===== src/hw/rtl/clrc_pkg.sv =====
// Shared constants and item types for the console log ring capture block.
package clrc_pkg;

   // Ring size in bytes: a power of two from 16 to 512.
   localparam int RING_BYTES = 512;

   // An item moves at most eight bytes, one per byte lane.
   localparam int LANES      = 8;
   localparam int LANE_W     = $clog2(LANES);
   localparam int BYTE_CNT_W = 4;

   localparam int POS_W      = $clog2(RING_BYTES);
   localparam int ROWS       = RING_BYTES / LANES;
   localparam int ROW_W      = $clog2(ROWS);
   localparam int HELD_W     = $clog2(RING_BYTES + 1);

   localparam int QUEUE_DEPTH = 4;
   localparam int QPTR_W      = $clog2(QUEUE_DEPTH);
   localparam int QCNT_W      = $clog2(QUEUE_DEPTH + 1);

   typedef enum logic {
      ACTION_APPEND = 1'b0,
      ACTION_DUMP   = 1'b1
   } clrc_action_type;

   typedef struct packed {
      logic                  action;
      logic [63:0]           data_bytes;
      logic [BYTE_CNT_W-1:0] byte_count;
   } clrc_req_type;

   typedef struct packed {
      logic [63:0]           chunk_data;
      logic [BYTE_CNT_W-1:0] chunk_bytes;
      logic                  chunk_last;
   } clrc_rsp_type;

   // A classified command as it waits in the queue; an append's count is already 1 to 8.
   typedef struct packed {
      logic                  dump;
      logic [63:0]           data;
      logic [BYTE_CNT_W-1:0] count;
   } clrc_cmd_type;

   typedef struct packed {
      logic full;
      logic empty;
   } clrc_queue_status_type;

   typedef enum logic {
      BACK_IDLE,
      BACK_DUMP
   } clrc_back_state_type;

endpackage


===== src/hw/rtl/clrc_queue.sv =====
// Short command queue between the front end and the ring engine.
module clrc_queue (
   input  logic                            clock,
   input  logic                            reset,
   input  logic                            push,
   input  clrc_pkg::clrc_cmd_type          push_cmd,
   input  logic                            pop,
   output clrc_pkg::clrc_cmd_type          head_cmd,
   output clrc_pkg::clrc_queue_status_type status
);

   clrc_pkg::clrc_cmd_type          entry_ff [clrc_pkg::QUEUE_DEPTH];
   logic [clrc_pkg::QPTR_W-1:0]     wr_ptr_ff, wr_ptr_in;
   logic [clrc_pkg::QPTR_W-1:0]     rd_ptr_ff, rd_ptr_in;
   logic [clrc_pkg::QCNT_W-1:0]     count_ff, count_in;
   logic                            do_push;
   logic                            do_pop;

   assign status.full  = (count_ff == clrc_pkg::QCNT_W'(clrc_pkg::QUEUE_DEPTH));
   assign status.empty = (count_ff == '0);
   assign do_push      = push && !status.full;
   assign do_pop       = pop && !status.empty;
   assign head_cmd     = entry_ff[rd_ptr_ff];

   always_comb begin
      wr_ptr_in = do_push ? wr_ptr_ff + 1'b1 : wr_ptr_ff;
      rd_ptr_in = do_pop ? rd_ptr_ff + 1'b1 : rd_ptr_ff;
      count_in  = count_ff;
      if (do_push && !do_pop) begin
         count_in = count_ff + 1'b1;
      end else if (do_pop && !do_push) begin
         count_in = count_ff - 1'b1;
      end
   end

   always_ff @(posedge clock) begin
      if (reset) begin
         wr_ptr_ff <= '0;
         rd_ptr_ff <= '0;
         count_ff  <= '0;
      end else begin
         wr_ptr_ff <= wr_ptr_in;
         rd_ptr_ff <= rd_ptr_in;
         count_ff  <= count_in;
      end
   end

   always_ff @(posedge clock) begin
      if (do_push) begin
         entry_ff[wr_ptr_ff] <= push_cmd;
      end
   end

endmodule


===== config.mk =====
export PLATFORM = sky130hd
export DESIGN_NAME = clrc_queue
export DESIGN_NICKNAME = d
export VERILOG_FILES = /design/src/hw/rtl/clrc_pkg.sv /design/src/hw/rtl/clrc_queue.sv
export SDC_FILE = /design/constraint.sdc
export NUM_CORES = 1
export LEC_CHECK = 0
export BUFFER_PORTS_ARGS = -buffer_cell sky130_fd_sc_hd__buf_2
export CORE_MARGIN = 1.5
export CORE_UTILIZATION = 50
export CTS_CLUSTER_DIAMETER = 40
export CTS_CLUSTER_SIZE = 28
export DETAILED_ROUTE_END_ITERATION = 16
export GPL_TIMING_DRIVEN = 1
export PLACE_DENSITY = 0.74
export SETUP_SLACK_MARGIN = 0.4
export SLEW_MARGIN = 10
export SYNTH_ARGS = -nofsm -noshare
export SYNTH_HDL_FRONTEND = slang
export SYNTH_SLANG_ARGS = --single-unit

===== constraint.sdc =====
create_clock -name clock -period 3 [get_ports clock]
set_clock_uncertainty 0.2 [all_clocks]
set_input_delay 0.15 -clock clock [delete_from_list [all_inputs] [get_ports clock]]
set_output_delay 0.15 -clock clock [all_outputs]
set_load 0.03 [all_outputs]

======== After elaboration in Yosys (flattened, before gate mapping) ========
Memories as Yosys holds them, arrays and structs flattened. A register that Yosys moved wholly into a read port is not among the register bits.
Cells that the tools add are included.
cells by class
  add/subtract/negate cells ............... 4
  eq/ne operators ......................... 1
  mux-type cells .......................... 6
  reduce and logical (&&, ||, !) cells .... 10
operators by type and width
  cell                                               count
  two-way mux 3 bit                                  2
  adder 2 x 1 -> 2 bit (second input constant)       2
  logical AND 1 bit                                  4
  logical NOT 1 bit                                  4
  two-way mux 2 bit                                  2
  adder 3 x 1 -> 3 bit (second input constant)       1
  equality test 3 bit (second input constant)        1
  logical NOT 3 bit                                  1
  subtractor 3 x 1 -> 3 bit (second input constant)  1
  two-way mux 1 bit                                  2
  nonzero test 2 bit                                 1
storage, ports and cells
  bits in registers ....................... 7
  bits in writable memories ............... 276
  input bits .............................. 73
  output and inout port bits .............. 71
  word-level logic and storage cells ...... 25
  memories kept ........................... 1
memory list
  memory    words  width  read ports  clocked after Yosys merged registers in  write ports  RTL line          source
  entry_ff  4      69     1           1                                        1            clrc_queue.sv:12  clrc_pkg::clrc_cmd_type entry_ff [clrc_pkg::QUEUE_DEPTH];

======== Longest topological paths before layout ========
  depth after elaboration ................. 7
  mapped depth ............................ 8

======== Least setup slack after synthesis ========
OpenSTA, ideal clock, no wires.
  path type ............................... reg2reg
  from .................................... register count_ff[0] (netlist name)
  to ...................................... memory entry_ff[2][0] (netlist name), enable pin
  arrival ................................. 2.578 ns
  setup slack ............................. -0.212 ns
  stages on the path, launching flop included .. 4
  clock period less this slack ............ 3.212 ns
  path through ............................ dfxtp_1 > nor3b_1 > nor2_1 > and2_1
RTL lines
  element                 RTL line          source
  start, declared         clrc_queue.sv:15  logic [clrc_pkg::QCNT_W-1:0] count_ff, count_in;
  start signal, assigned  clrc_queue.sv:44  count_ff <= count_in;
  end, declared           clrc_queue.sv:12

==> out/qor.log <==
qor: power.vdd_drop_max 0.4402 mV
qor: yosys.synth_largest_area_cell sky130_fd_sc_hd__edfxtp_1
qor: clock_network.clock_tree_from_tritoncts yes
qor: setup_path.cp_max_fo 37
qor: cells_and_area.final_cell_count_no_fill 953
qor: yosys.synth.distinct_cells 23
qor: yosys.synth.mux.area_fraction 15.10%
qor: sta.min_period 2481 ps
qor: clock_network.ctsHtreeMaxLevel 1
qor: sta.rsz0062_at_grt true
qor: global_route.grt_usage 18.14%
qor: status.run_status finished, final reports clean
qor: setup_path.worst_setup_path_start_kind register
qor: sta.finalWorstSetupSlack 519.5 ps
qor: route.viasPerCell 5.274
qor: clock_network.clk_root_buffer_cell sky130_fd_sc_hd__clkbuf_16
qor: placed_design.post-place-ws 428.8 ps
qor: die.row_count 52
qor: worst_hold_path.holdCritPathClass input pin to register
qor: clock_network.cts.reportedPaths.clkPinSlew 70 ps
qor: sta.setup_viol 0
qor: route.number_of_violations_reported_at_the_end_of_detailed_routing_iteration_0 356
qor: power.leakagePower 4.629 nW
qor: die.die-area 0.02172 mm²
qor: setup_path.setup.worst_path.class register to primary output
qor: die.initial_core_util 51.18%
qor: route.detail_route.wirelength 19220 µm
qor: sta.tns 0 ps
qor: global_route.wire_length_of_the_first_global_routing_pass 30030 µm
qor: route.routed_wire_length_per_instance 20.17 µm
qor: yosys.synthesis.area 0.01042 mm²
qor: setup_path.endpoint_kind primary output
qor: yosys.postSynthCellCount 409
qor: cells_and_area.drive_above_1_share 43.05%
qor: sta.timing.final.crit_share 82.68%
qor: clock_network.clock_tree.buffer_depth 3
qor: sta.worst-slew-pin-transition 520.5 ps
qor: yosys.synth_top_cells_by_area sky130_fd_sc_hd__edfxtp_1, sky130_fd_sc_hd__mux4_2, sky130_fd_sc_hd__dfxtp_1
qor: route.total_via_count_after_detailed_routing 5026
qor: sta.finalHoldViolCount 0
qor: cells_and_area.finalNetCount 740
qor: yosys.synth_xor_xnor_area_share 0.3361%
qor: yosys.synth_compound_gate_area_share 0.3481%
qor: cells_and_area.area.growth.synth_to_final 28.70%
qor: placed_design.place.detailed.instances 819
qor: clock_network.cts_sinks 285
qor: clock_network.clock_insertion_delay_worst_skew 530 ps
qor: sta.slew_viol_final 0
qor: sta.max_slew_margin 65.30%
qor: placed_design.hpwl 11690 µm
qor: yosys.synthesis.nets 488
qor: yosys.synthSimpleGateAreaFrac 0.8163%
qor: cells_and_area.antenna_cells 0
qor: global_route.grt_remaining_overflow 0
qor: global_route.vias_in_the_first_global_route 5482
qor: die.die_w 147.4 µm
qor: placed_design.buffer_ports.inserted 143
qor: flow_run.timing.max_cap.violations 0
qor: cells_and_area.layout.cells.most_common sky130_fd_sc_hd__edfxtp_1
qor: yosys.synth_top_area_share 79.52%
qor: cells_and_area.final_cell_mix sky130_fd_sc_hd__edfxtp_1, sky130_fd_sc_hd__buf_2, sky130_fd_sc_hd__dlygate4sd3_1
qor: setup_path.cp_data_arrival_time 2130 ps
qor: placed_design.routabilityCongestion 0.7096
qor: power.power_density 890.1 mW/mm²
qor: power.design_power_total 11.94 mW
qor: yosys.synthesis.yosys.warnings 0
qor: route.drt_pre_antenna_iters 4
qor: route.residual_antenna_violating_net_count_after_detailed_routing 0
qor: die.coreArea 0.02036 mm²
qor: yosys.adder_cell_area_share_of_the_yosys_netlist 0.7923%
qor: sta.fmaxAchievable 403.1 MHz
qor: yosys.dominant_combinational_cell_family_by_area_after_synthesis multiplexers
qor: setup_path.required 2650 ps
qor: global_route.grt_max_degree 45
qor: global_route.antenna_violations_before_repair 0
qor: die.design.portCount 144
qor: yosys.synth.avg_cell_area 25.48 µm²
qor: yosys.synth-seq-cells 285
qor: yosys.post_synthesis_sequential_area_ratio 81.25%
qor: die.die-height 147.4 µm
qor: route.post-route-drc-count 0
qor: clock_network.cts_buffers 31
path summary, 6_finish.rpt:
kind / cells past startpoint / startpoint / to / slack, ps
max: 3 / register / head_cmd[61] / 520
min reg2reg: 2 / rd_ptr_ff[1] / rd_ptr_ff[1] / 340
max reg2reg: 8 / count_ff[0] / count_ff[2] / 560
min: 2 / push_cmd[49] / entry_ff[2][49] / 160
registers in the layout, indices dropped and copies added, names as in the netlist, named ones only:
name / flops
entry_ff: 276
count_ff: 3
rd_ptr_ff: 2
wr_ptr_ff: 2
synthesized netlist by cell type:
master / number
sky130_fd_sc_hd__edfxtp_1: 276
sky130_fd_sc_hd__mux4_2: 69
sky130_fd_sc_hd__dfxtp_1: 9
sky130_fd_sc_hd__clkbuf_1: 6
sky130_fd_sc_hd__nor2_1: 6
sky130_fd_sc_hd__buf_4: 5
sky130_fd_sc_hd__ha_1: 5
sky130_fd_sc_hd__and2_1: 4
sky130_fd_sc_hd__inv_1: 4
sky130_fd_sc_hd__xor2_1: 4
sky130_fd_sc_hd__buf_2: 3
sky130_fd_sc_hd__a21oi_1: 2
sky130_fd_sc_hd__buf_12: 2
sky130_fd_sc_hd__mux2i_1: 2
sky130_fd_sc_hd__nand2b_1: 2
sky130_fd_sc_hd__o21ai_0: 2
sky130_fd_sc_hd__or3_1: 2
sky130_fd_sc_hd__buf_6: 1
sky130_fd_sc_hd__fa_1: 1
sky130_fd_sc_hd__nor3_1: 1
sky130_fd_sc_hd__nor3b_1: 1
sky130_fd_sc_hd__o311ai_0: 1
sky130_fd_sc_hd__o31ai_1: 1
where the power goes:
part	internal (mW)	leakage [nW]	switching, mW
sequential	4.79	2.60	0.166
clock	2.16	0.523	1.64
combinational	1.30	1.50	1.89
critical path, cell delays in order, from the launching register on:
cell,delay [ps]
sky130_fd_sc_hd__dfxtp_4,690
sky130_fd_sc_hd__buf_12,310
sky130_fd_sc_hd__mux4_2,370
sky130_fd_sc_hd__buf_2,200
routing by layer:
metal	wire, µm	global-route usage (%)
met1	8276	25.43
met2	9393	29.30
met3	1267	4.290
met4	282	4.450
met5	0	0
metrics by stage:
| step | util, % | cell area [µm²] | hold WS (ps) |
|---|---|---|---|
| final | 65.87 | 13410 | 162.9 |
| after global routing | 65.87 | 13410 | 152.6 |
| after CTS | 65.64 | 13370 | 145.9 |
| after detailed placement | 56.79 | 11560 | 166.9 |
| after global placement | 56.79 | 11560 | 159.4 |
| after floorplan | - | 10430 | 48.87 |
cell families (layout without fill, tap and decap cells):
family,Yosys count,count (layout)
adders and majority gates,6,6
DFF,285,285
and+or+nand+nor,16,16
muxes,71,71
AOI/OAI and AO/OA,6,6
buffers and inverters,21,295
xor gates and xnor gates,4,4
area by class of cell:
cell class | count | area [µm²]
flip-flops and latches | 285 | 8476
fillers | 1292 | 6950
multi-input cells | 103 | 1831
repair buffers | 236 | 1688
clock buffers | 31 | 775.7
well taps | 270 | 337.8
clock inverters | 24 | 291.5
inverters | 4 | 15.01
repair_timing:
action,CTS,global route
setup endpoints to repair,14,19
endpoints found under the hold margin,285,0
buffers inserted,0,6
gates resized for setup,1,1
hold buffers,73,0
Note: power is estimated with default switching activity, not from simulation.
