[src/hw/rtl/clrc_pkg.sv]
// Shared constants and item types for the console log ring capture block.
package clrc_pkg;

   // Ring size in bytes: a power of two from 16 to 512.
   localparam int RING_BYTES = 512;

   // An item moves at most eight bytes, one per byte lane.
   localparam int LANES      = 8;
   localparam int LANE_W     = $clog2(LANES);
   localparam int BYTE_CNT_W = 4;

   localparam int POS_W      = $clog2(RING_BYTES);
   localparam int ROWS       = RING_BYTES / LANES;
   localparam int ROW_W      = $clog2(ROWS);
   localparam int HELD_W     = $clog2(RING_BYTES + 1);

   localparam int QUEUE_DEPTH = 4;
   localparam int QPTR_W      = $clog2(QUEUE_DEPTH);
   localparam int QCNT_W      = $clog2(QUEUE_DEPTH + 1);

   typedef enum logic {
      ACTION_APPEND = 1'b0,
      ACTION_DUMP   = 1'b1
   } clrc_action_type;

   typedef struct packed {
      logic                  action;
      logic [63:0]           data_bytes;
      logic [BYTE_CNT_W-1:0] byte_count;
   } clrc_req_type;

   typedef struct packed {
      logic [63:0]           chunk_data;
      logic [BYTE_CNT_W-1:0] chunk_bytes;
      logic                  chunk_last;
   } clrc_rsp_type;

   // A classified command as it waits in the queue; an append's count is already 1 to 8.
   typedef struct packed {
      logic                  dump;
      logic [63:0]           data;
      logic [BYTE_CNT_W-1:0] count;
   } clrc_cmd_type;

   typedef struct packed {
      logic full;
      logic empty;
   } clrc_queue_status_type;

   typedef enum logic {
      BACK_IDLE,
      BACK_DUMP
   } clrc_back_state_type;

endpackage

[src/hw/rtl/clrc_back.sv]
// Ring engine: eight byte-lane banks, append writes and chunked dump reads.
module clrc_back (
   input  logic                            clock,
   input  logic                            reset,
   input  clrc_pkg::clrc_queue_status_type queue_status,
   input  clrc_pkg::clrc_cmd_type          head_cmd,
   output logic                            pop,
   output logic                            rsp_valid,
   output clrc_pkg::clrc_rsp_type          rsp_payload
);

   localparam int POS_W  = clrc_pkg::POS_W;
   localparam int LANE_W = clrc_pkg::LANE_W;
   localparam int HELD_W = clrc_pkg::HELD_W;
   localparam int BCW    = clrc_pkg::BYTE_CNT_W;

   clrc_pkg::clrc_back_state_type state_ff, state_in;

   logic [POS_W-1:0]  wr_pos_ff, wr_pos_in;
   logic [HELD_W-1:0] held_ff, held_in;
   logic [POS_W-1:0]  rd_base_ff, rd_base_in;
   logic [HELD_W-1:0] remain_ff, remain_in;

   logic [LANE_W-1:0] chunk_lo_ff;
   logic [BCW-1:0]    take_ff;
   logic              last_ff;
   logic              out_valid_ff;

   logic              wr_active;
   logic              dump_start;
   logic              rd_active;
   logic [BCW-1:0]    take;
   logic              last_chunk;
   logic [HELD_W:0]   held_sum;
   logic [7:0]        rd_q_ff [clrc_pkg::LANES];

   // Next state.
   always_comb begin
      state_in = state_ff;
      unique case (state_ff)
         clrc_pkg::BACK_IDLE: begin
            if (!queue_status.empty && head_cmd.dump && (held_ff != '0)) begin
               state_in = clrc_pkg::BACK_DUMP;
            end
         end
         clrc_pkg::BACK_DUMP: begin
            if (last_chunk) begin
               state_in = clrc_pkg::BACK_IDLE;
            end
         end
         default: state_in = clrc_pkg::BACK_IDLE;
      endcase
   end

   // Control outputs.
   always_comb begin
      pop        = 1'b0;
      wr_active  = 1'b0;
      dump_start = 1'b0;
      rd_active  = 1'b0;
      unique case (state_ff)
         clrc_pkg::BACK_IDLE: begin
            pop        = !queue_status.empty;
            wr_active  = !queue_status.empty && !head_cmd.dump;
            dump_start = !queue_status.empty && head_cmd.dump && (held_ff != '0);
         end
         clrc_pkg::BACK_DUMP: begin
            rd_active = 1'b1;
         end
         default: begin
            pop = 1'b0;
         end
      endcase
   end

   // Chunk sizing for the read issued this cycle.
   always_comb begin
      if (remain_ff >= HELD_W'(clrc_pkg::LANES)) begin
         take = BCW'(clrc_pkg::LANES);
      end else begin
         take = remain_ff[BCW-1:0];
      end
      last_chunk = (remain_ff <= HELD_W'(clrc_pkg::LANES));
      held_sum   = {1'b0, held_ff} + (HELD_W + 1)'(head_cmd.count);
   end

   always_comb begin
      wr_pos_in  = wr_pos_ff;
      held_in    = held_ff;
      rd_base_in = rd_base_ff;
      remain_in  = remain_ff;
      if (wr_active) begin
         wr_pos_in = wr_pos_ff + POS_W'(head_cmd.count);
         if (held_sum > (HELD_W + 1)'(clrc_pkg::RING_BYTES)) begin
            held_in = HELD_W'(clrc_pkg::RING_BYTES);
         end else begin
            held_in = held_sum[HELD_W-1:0];
         end
      end
      if (dump_start) begin
         // Oldest byte sits at the write position once the ring has wrapped.
         if (held_ff == HELD_W'(clrc_pkg::RING_BYTES)) begin
            rd_base_in = wr_pos_ff;
         end else begin
            rd_base_in = '0;
         end
         remain_in = held_ff;
      end else if (rd_active) begin
         rd_base_in = rd_base_ff + POS_W'(clrc_pkg::LANES);
         remain_in  = remain_ff - HELD_W'(take);
      end
   end

   always_ff @(posedge clock) begin
      if (reset) begin
         state_ff     <= clrc_pkg::BACK_IDLE;
         wr_pos_ff    <= '0;
         held_ff      <= '0;
         remain_ff    <= '0;
         out_valid_ff <= 1'b0;
      end else begin
         state_ff     <= state_in;
         wr_pos_ff    <= wr_pos_in;
         held_ff      <= held_in;
         remain_ff    <= remain_in;
         out_valid_ff <= rd_active;
      end
   end

   always_ff @(posedge clock) begin
      rd_base_ff <= rd_base_in;
      if (rd_active) begin
         chunk_lo_ff <= rd_base_ff[LANE_W-1:0];
         take_ff     <= take;
         last_ff     <= last_chunk;
      end
   end

   // One bank per byte lane; a byte at ring position p lives in lane p mod 8.
   for (genvar b = 0; b < clrc_pkg::LANES; b++) begin : g_bank
      localparam logic [LANE_W-1:0] LANE = LANE_W'(b);

      logic [7:0]              bank_mem_ff [clrc_pkg::ROWS];
      logic [LANE_W-1:0]       wr_idx;
      logic [POS_W-1:0]        wr_lane_pos;
      logic                    wr_en;
      logic [7:0]              wr_byte;
      logic [LANE_W-1:0]       rd_idx;
      logic [POS_W-1:0]        rd_lane_pos;

      always_comb begin
         wr_idx      = LANE - wr_pos_ff[LANE_W-1:0];
         wr_lane_pos = wr_pos_ff + POS_W'(wr_idx);
         wr_en       = wr_active && (BCW'(wr_idx) < head_cmd.count);
         wr_byte     = head_cmd.data[8*wr_idx +: 8];
         rd_idx      = LANE - rd_base_ff[LANE_W-1:0];
         rd_lane_pos = rd_base_ff + POS_W'(rd_idx);
      end

      always_ff @(posedge clock) begin
         if (wr_en) begin
            bank_mem_ff[wr_lane_pos[POS_W-1:LANE_W]] <= wr_byte;
         end
      end

      always_ff @(posedge clock) begin
         if (rd_active) begin
            rd_q_ff[b] <= bank_mem_ff[rd_lane_pos[POS_W-1:LANE_W]];
         end
      end
   end

   // Rotate the lanes back into age order and zero bytes past the chunk length.
   always_comb begin
      logic [LANE_W-1:0] lane;
      rsp_payload.chunk_data = '0;
      for (int i = 0; i < clrc_pkg::LANES; i++) begin
         lane = chunk_lo_ff + LANE_W'(i);
         if (BCW'(i) < take_ff) begin
            rsp_payload.chunk_data[8*i +: 8] = rd_q_ff[lane];
         end
      end
      rsp_payload.chunk_bytes = take_ff;
      rsp_payload.chunk_last  = last_ff;
   end

   assign rsp_valid = out_valid_ff;

endmodule

[config.mk]
export PLATFORM = sky130hd
export DESIGN_NAME = clrc_back
export DESIGN_NICKNAME = d
export VERILOG_FILES = /design/src/hw/rtl/clrc_pkg.sv /design/src/hw/rtl/clrc_back.sv
export SDC_FILE = /design/constraint.sdc
export NUM_CORES = 2
export LEC_CHECK = 0
export BUFFER_PORTS_ARGS = -buffer_cell sky130_fd_sc_hd__buf_2
export CAP_MARGIN = 0
export CORE_MARGIN = 2
export CORE_UTILIZATION = 30
export DETAILED_ROUTE_END_ITERATION = 16
export GPL_TIMING_DRIVEN = 0
export PLACE_DENSITY_LB_ADDON = 0.1
export SYNTH_ARGS = -nofsm -noshare
export SYNTH_HDL_FRONTEND = slang
export SYNTH_MEMORY_MAX_BITS = 65536
export SYNTH_SLANG_ARGS = --single-unit
[constraint.sdc]
create_clock -name clock -period 6.7 [get_ports clock]
set_input_delay 0.335 -clock clock [delete_from_list [all_inputs] [get_ports clock]]
set_output_delay 0.335 -clock clock [all_outputs]
set_load 0.02 [all_outputs]
## Yosys cells after proc, flatten, opt, wreduce, memory -nomap -nowiden

Memory sizes are Yosys's and may differ from the RTL's. A register that Yosys moved wholly into a read port is not among the register bits.
Cells that the tools add are included.

- Register bits after elaboration: 48
- Logic and storage cells: 146
- RAM bits: 4160
- Memories: 9
- Memory bits (read-only): 0
- Output and inout bits: 71
- Input bits: 73
- Bits in latches: 0

- Bitwise operators: 1
- $add $sub $neg: 43
- $mul: 0
- Mux-type cells: 41
- Equality and inequality tests: 1
- $lt $le $gt $ge: 19
- Div/mod/pow operators: 0
- Shift operators: 8
- Reductions and logical operators: 15

Memory list:

| memory | depth | bits a word | read ports | clocked after memory_dff | wr ports | RTL line | source |
|---|---|---|---|---|---|---|---|
| g_bank[0].bank_mem_ff | 64 | 8 | 1 | 0 | 1 | clrc_back.sv:143 | `logic [7:0] bank_mem_ff [clrc_pkg::ROWS];` |
| g_bank[1].bank_mem_ff | 64 | 8 | 1 | 0 | 1 | clrc_back.sv:143 |  |
| g_bank[2].bank_mem_ff | 64 | 8 | 1 | 0 | 1 | clrc_back.sv:143 |  |
| g_bank[3].bank_mem_ff | 64 | 8 | 1 | 0 | 1 | clrc_back.sv:143 |  |
| g_bank[4].bank_mem_ff | 64 | 8 | 1 | 0 | 1 | clrc_back.sv:143 |  |
| g_bank[5].bank_mem_ff | 64 | 8 | 1 | 0 | 1 | clrc_back.sv:143 |  |
| +3 memories | - | - | - | - | - | - |  |

Operators by type and width:

| operator | number |
|---|---|
| 64-bit by 7-bit variable part select with 8-bit output | 8 |
| 9-bit by 3-bit adder with 9-bit output | 16 |
| 8-bit 2-to-1 mux | 8 |
| 3-bit by 4-bit < comparator with 1-bit output | 8 |
| 10-bit 2-to-1 mux | 3 |
| 9-bit 2-to-1 mux | 3 |
| 1-bit 2-to-1 mux | 24 |
| 3-bit subtractor, first input constant | 8 |
| 3-bit by 4-bit < comparator with 1-bit output, first input constant | 4 |
| 3-bit adder, second input constant | 4 |
| 1-bit by 3-bit subtractor with 3-bit output, first input constant | 4 |
| 2-bit by 3-bit subtractor with 3-bit output, first input constant | 4 |
| 10-bit by 4-bit adder with 11-bit output | 1 |
| 11-bit by 10-bit greater-than comparator with 1-bit output, second input constant | 1 |
| 1-bit logical AND | 11 |
| 10-bit equality test, second input constant | 1 |
| 10-bit by 4-bit >= comparator with 1-bit output, second input constant | 1 |
| 10-bit by 4-bit <= comparator with 1-bit output, second input constant | 1 |
| 10-bit nonzero test | 1 |
| 10-bit by 4-bit subtractor with 10-bit output | 1 |
| 9-bit by 4-bit adder with 9-bit output | 1 |
| 9-bit by 4-bit adder with 9-bit output, second input constant | 1 |
| 1-bit by 4-bit < comparator with 1-bit output, first input constant | 2 |
| 2-bit by 4-bit < comparator with 1-bit output, first input constant | 2 |
| other kinds (8) | 10 |

## Depth between registers and ports, before layout

- Depth in word-level cells: 6
- Mapped depth: 19
- Mapped depth without buffers: 13

## Least setup slack after synthesis

Ideal clock, no wire load.

- Kind: reg2reg
- Start point: register wr_pos_ff[0]
- End point: memory g_bank[4].bank_mem_ff[40][0] (enable)
- Cell stages (with the launch flop): 17
- Slack: 1670 ps
- Data required time: 6330 ps
- Path buffers: 6
- Clock period less this slack: 5030 ps
- Library setup time: 370 ps
- Data arrival time: 4659 ps
- Cells stage by stage: dfxtp_1 > clkbuf_1 > clkbuf_1 > clkbuf_1 > clkbuf_1 > inv_1 > ha_1 > inv_1 > ha_1 > clkbuf_1 > inv_1 > clkbuf_1 > a222oi_1 > nor2_1 > xnor2_1 > nand3_1 > nor2_1

- Word-level cells in the longest chain between the ends: 5
- Elaborated cells between the ends (all ways): 6
- Classes of those cells: add/sub: 2; order compare: 1; mux: 2; reduce/logical: 1

Ends and longest elaborated chain:

| item | RTL line | source |
|---|---|---|
| start: declaration | clrc_back.sv:19 | `logic [POS_W-1:0] wr_pos_ff, wr_pos_in;` |
| start signal: assignment | clrc_back.sv:123 | `wr_pos_ff <= wr_pos_in;` |
| 3-bit subtractor | clrc_back.sv:152 | `wr_idx = LANE - wr_pos_ff[LANE_W-1:0];` |
| 3-bit by 4-bit < comparator with 1-bit output | clrc_back.sv:154 | `wr_en = wr_active && (BCW'(wr_idx) < head_cmd.count);` |
| 1-bit logical AND | clrc_back.sv:154 |  |
| 1-bit 2-to-1 mux | clrc_back.sv:161 | `if (wr_en) begin` |
| 1-bit 2-to-1 mux (not written as such) | clrc_back.sv:162 | `bank_mem_ff[wr_lane_pos[POS_W-1:LANE_W]] <= wr_byte;` |
| end: declaration | clrc_back.sv:143 |  |

Parallel ways exist; a longest one is shown, timed or not.

==> qor.csv <==
stage,metric,value,unit
outcome,outcome,"finished, violations left",
outcome,violated checks,"capacitance limit, slew limit",
drt,vias per cell,5.23,
cts,"Reg clk slew, reported paths",0.07,ns
critical_path,cell family with most CP delay,compound AO/OA/AOI/OAI gates,
die,Die Y,763,µm
yosys,Post-synth EDFFs,4177,
timing,final critical-path required period,6.60,ns
die,Die Width,763,µm
placement,HPWL after detailed placement,411,mm
critical_path,reg2reg start,rd_base_ff[1],
flow_run,Max Cap Viol,2,
drt,final WL,588,mm
layout,Final Net Count,10300,
yosys,syn_nets,9671,
die,# IOs,144,
drt,DR iter-0 viols,10400,
power_and_ir_drop,clock share of power,38.0,%
critical_path,"Max FO, Critical Path",10,
timing,fmax,151,MHz
min_path,Hold Crit Start,head_cmd[68],
die,Core Footprint,0.573,mm²
min_path,worst min-delay path class,input port to flip-flop,
grt,grt ovf,0,
critical_path,"Largest stage delay, worst path",1.09,ns
yosys,"flops & latches, synth",4211,
timing,RSZ-0062 raised after global routing,yes,
drt,WL per Instance,32.2,µm
drt,# DRC,0,
power_and_ir_drop,switching pwr,18.3,mW
layout,Final Non-Filler Cells,18300,
timing,Hold Slack,0.147,ns
grt,initial antenna violation count,95,
critical_path,CP Capture Type,flip-flop,
power_and_ir_drop,leak pwr,62.4,nW
power_and_ir_drop,power density of the placed cells,330,mW/mm²
yosys,Synth Flop Type,edfxtp_1,
drt,Vias,95500,
die,die area,0.581,mm²
timing,final hold vios,0,
layout,area grow syn2layout,16.3,%
critical_path,CP Class,flip-flop to flip-flop,
grt,largest net degree at the start of global routing,74,
grt,vias in the first global route,96200,
power_and_ir_drop,Logic pwr share,15.7,%
cts,clock buffer depth,4,
timing,setup violators final,0,
yosys,Synth Area in Adders,0.390,%
yosys,cell count after synthesis,9546,
critical_path,CP max-delay cell,xor2_1,
timing,slew margin rel.,-2.29,%
cts,CTS tree,yes,
cts,Clock Sinks,4211,
cts,worst-skew pair later-pin latency,1.06,ns
yosys,Synth area leaders,"edfxtp_1 73%, mux4_2 14%, nand2_1 2.7%",
critical_path,CP cell instances,buf_4 -> inv_1 -> ha_1 -> inv_1 -> ha_1 -> xor2_4 -> a31oi_4 -> nor2_1 -> xor2_1 -> nor2_1 -> nand3b_1 -> o211a_1 -> a21boi_0 -> a2bb2oi_1,
timing,period utilization,98.6,%
critical_path,flop-to-flop setup slack,0.1,ns
placement,Buffers on Ports,142,
cts,H-tree depth,5,
yosys,largest family of logic cells by synthesized area,multiplexers,
timing,max-slew violation count,18,
drt,DRT Pass-1 Iters,6,
placement,DP Cell Count,17300,
min_path,hold depth,4,
power_and_ir_drop,VDD IR max,0.000249,V
critical_path,"Arr. time, crit path",7.27,ns
critical_path,CP Data Required Time,7.36,ns
yosys,largest area contributor in the netlist,edfxtp_1,
die,Initial Util,30.1,%
yosys,XOR/XNOR Fraction of Synth Area,0.690,%
yosys,simple logic cell fraction of the synthesized area,6.01,%
yosys,compound-gate portion of the synthesized area,3.38,%
power_and_ir_drop,Reg power frac,46.3,%
yosys,Netlist cell types,86,
power_and_ir_drop,internal power,48.0,mW
timing,pin slew with the least headroom to its limit,1.53,ns
placement,gpl congestion,0.921,
yosys,Synth Cell Area,0.173,mm²
grt,total track usage,19.7,%
yosys,"Seq/Total Area, Yosys",73.1,%
min_path,Hold Path End,remain_ff[7],
critical_path,Worst Path Buf+Inv,3,
yosys,Ys Warns,0,
yosys,post-synth top area share,72.7,%
critical_path,Startpoint Class,flip-flop,
grt,first-pass GRT wire length,802,mm
die,Rows,278,
timing,Max Clock Skew,0.0721,ns
power_and_ir_drop,switch share,27.6,%
layout,layout cells sized above 1,23.0,%
drt,Post-DRT Antenna Nets,0,
critical_path,reg-to-reg endpoint,rd_q_ff[0][6],
cts,cts bufs inserted,458,
yosys,Mean Syn Cell Area,18.1,µm²
yosys,post-synthesis async set-or-reset flop share,0,%
cts,clk root buf,clkbuf_16,
critical_path,worst reg-to-reg path cell count,14,
yosys,mux contribution to synthesized area,15.0,%
## layer usage
layer	part of all wire, %	GRT usage [%]
met1	43	27.0
met2	48	32.2
met3	6.2	3.24
met4	3.3	5.87
met5	0.016	0
## how the worst max path moves through the flow
| stage | from | end | slack, ns | cells after the start |
|---|---|---|---|---|
| 6_report | rd_base_ff[1] | rd_q_ff[0][6] | 0.1 | 14 |
| 5_1_grt | wr_pos_ff[1] | g_bank[6].bank_mem_ff[10][4] | -0.11 | 15 |
| 4_1_cts | wr_pos_ff[2] | g_bank[5].bank_mem_ff[12][2] | -0.31 | 13 |
| 3_5_place_dp | wr_pos_ff[0] | g_bank[4].bank_mem_ff[22][4] | -1.98 | 15 |
| 3_3_place_gp | wr_pos_ff[0] | g_bank[2].bank_mem_ff[5][2] | -2.51 | 15 |
| 2_1_floorplan | wr_pos_ff[0] | g_bank[4].bank_mem_ff[40][0] | 1.67 | 16 |
## stage by stage
stage | setup WS (ns) | power (mW) | utilization [%] | cell area [µm²] | TNS [ns]
2_1_floorplan | 1.67 | 36.5 | - | 173000 | 0
3_3_place_gp | -2.51 | 41.5 | 31.9 | 183000 | -4487.89
3_5_place_dp | -1.98 | 41.8 | 32.2 | 184000 | -2513.44
4_1_cts | -0.315 | 67.0 | 34.9 | 200000 | -79.73
5_1_grt | -0.110 | 68.4 | 35.0 | 200000 | -8.14
6_report | 0.0969 | 66.3 | 35.0 | 201000 | 0
## power groups by stage
stage / logic [mW] / clock network (mW) / registers (mW)
after global routing: 11.0 / 26.7 / 30.7
after CTS: 10.6 / 25.7 / 30.7
final: 10.4 / 25.2 / 30.7
after floorplan: 5.29 / 0 / 31.3
after global placement: 9.93 / 0 / 31.5
after detailed placement: 10.5 / 0 / 31.3
## Yosys cell counts, types with 29 or more instances
master and instances:
a22oi_1 32, clkbuf_1 260, ha_1 49, and3_1 84
a221oi_1 64, buf_2 140, o22ai_1 72, mux2i_1 144
inv_1 35, a211oi_1 60, buf_1 91, dfxtp_1 34
mux4_2 1051, nor2b_1 41, o21ai_0 85, a311oi_1 60
a31oi_1 73, edfxtp_1 4177, xor2_1 47, or3_1 29
nor2_1 717, nand2_1 1235, nand3_1 284, xnor2_1 69
a21oi_1 217
## final cells by class
class | instances | area (µm²)
antenna | 94 | 235
tap | 7560 | 9460
clock buffer | 553 | 11800
buffer | 536 | 2480
inverter | 39 | 146
sequential | 4211 | 126000
fill | 54000 | 373000
multi-input combinational | 4759 | 45400
timing repair buffer | 215 | 2010
clock inverter | 287 | 3010
## layout by cell type (no fill, tap or decap), drive strengths merged, types with 15 or more instances in the layout
| cell | n |
|---|---|
| a32oi | 22 |
| mux2 | 26 |
| a21oi | 217 |
| nor2b | 41 |
| inv | 48 |
| and2 | 19 |
| mux2i | 144 |
| diode | 94 |
| o21ai | 94 |
| o32ai | 18 |
| xor2 | 50 |
| nand2b | 15 |
| o211ai | 20 |
| clkinv | 216 |
| o22ai | 72 |
| mux4 | 1067 |
| nand3 | 284 |
| and3 | 84 |
| ha | 49 |
| xnor2 | 74 |
| a22oi | 32 |
| a221oi | 64 |
| nand2 | 1235 |
| edfxtp | 4177 |
| dfxtp | 34 |
| bufinv | 44 |
| nor3 | 21 |
| nor2 | 720 |
| a311oi | 62 |
| or3 | 29 |
| buf | 476 |
| clkinvlp | 18 |
| a21o | 17 |
| clkbuf | 816 |
| a211oi | 60 |
| a31oi | 74 |
## kinds of logic after synthesis
kind of cell / count (synthesis)
multiplexers: 1237
buffers and inverters: 576
AND/OR/NAND/NOR: 2493
AO/OA/AOI/OAI: 852
flip-flops: 4211
XOR/XNOR: 124
other: 1
adder cells (fa/ha/maj): 52
## worst min-delay path, delay by kind of cell
kind                   cells  cell delay (ns)
AO/OA/AOI/OAI              2             0.54
AND/OR/NAND/NOR            1             0.14
buffers and inverters      1             0.13
## what timing repair did
| action | 4_1_cts | 5_1_grt |
|---|---|---|
| setup buffers | 6 | 0 |
| endpoints found under the setup margin | 2651 | 851 |
| resized for setup | 222 | 108 |
| pin swaps | 1 | 0 |
| hold endpoints to repair | 27 | 0 |
| hold buffers | 7 | 0 |
## state kept, by name (all words and copies together) (netlist names), 3 cells and up, named ones only
register,cells
chunk_lo_ff,3
g_bank.bank_mem_ff,4096
held_ff,10
rd_base_ff,9
rd_q_ff,64
remain_ff,10
take_ff,4
wr_pos_ff,9
Note: power is estimated with default switching activity, not from simulation.
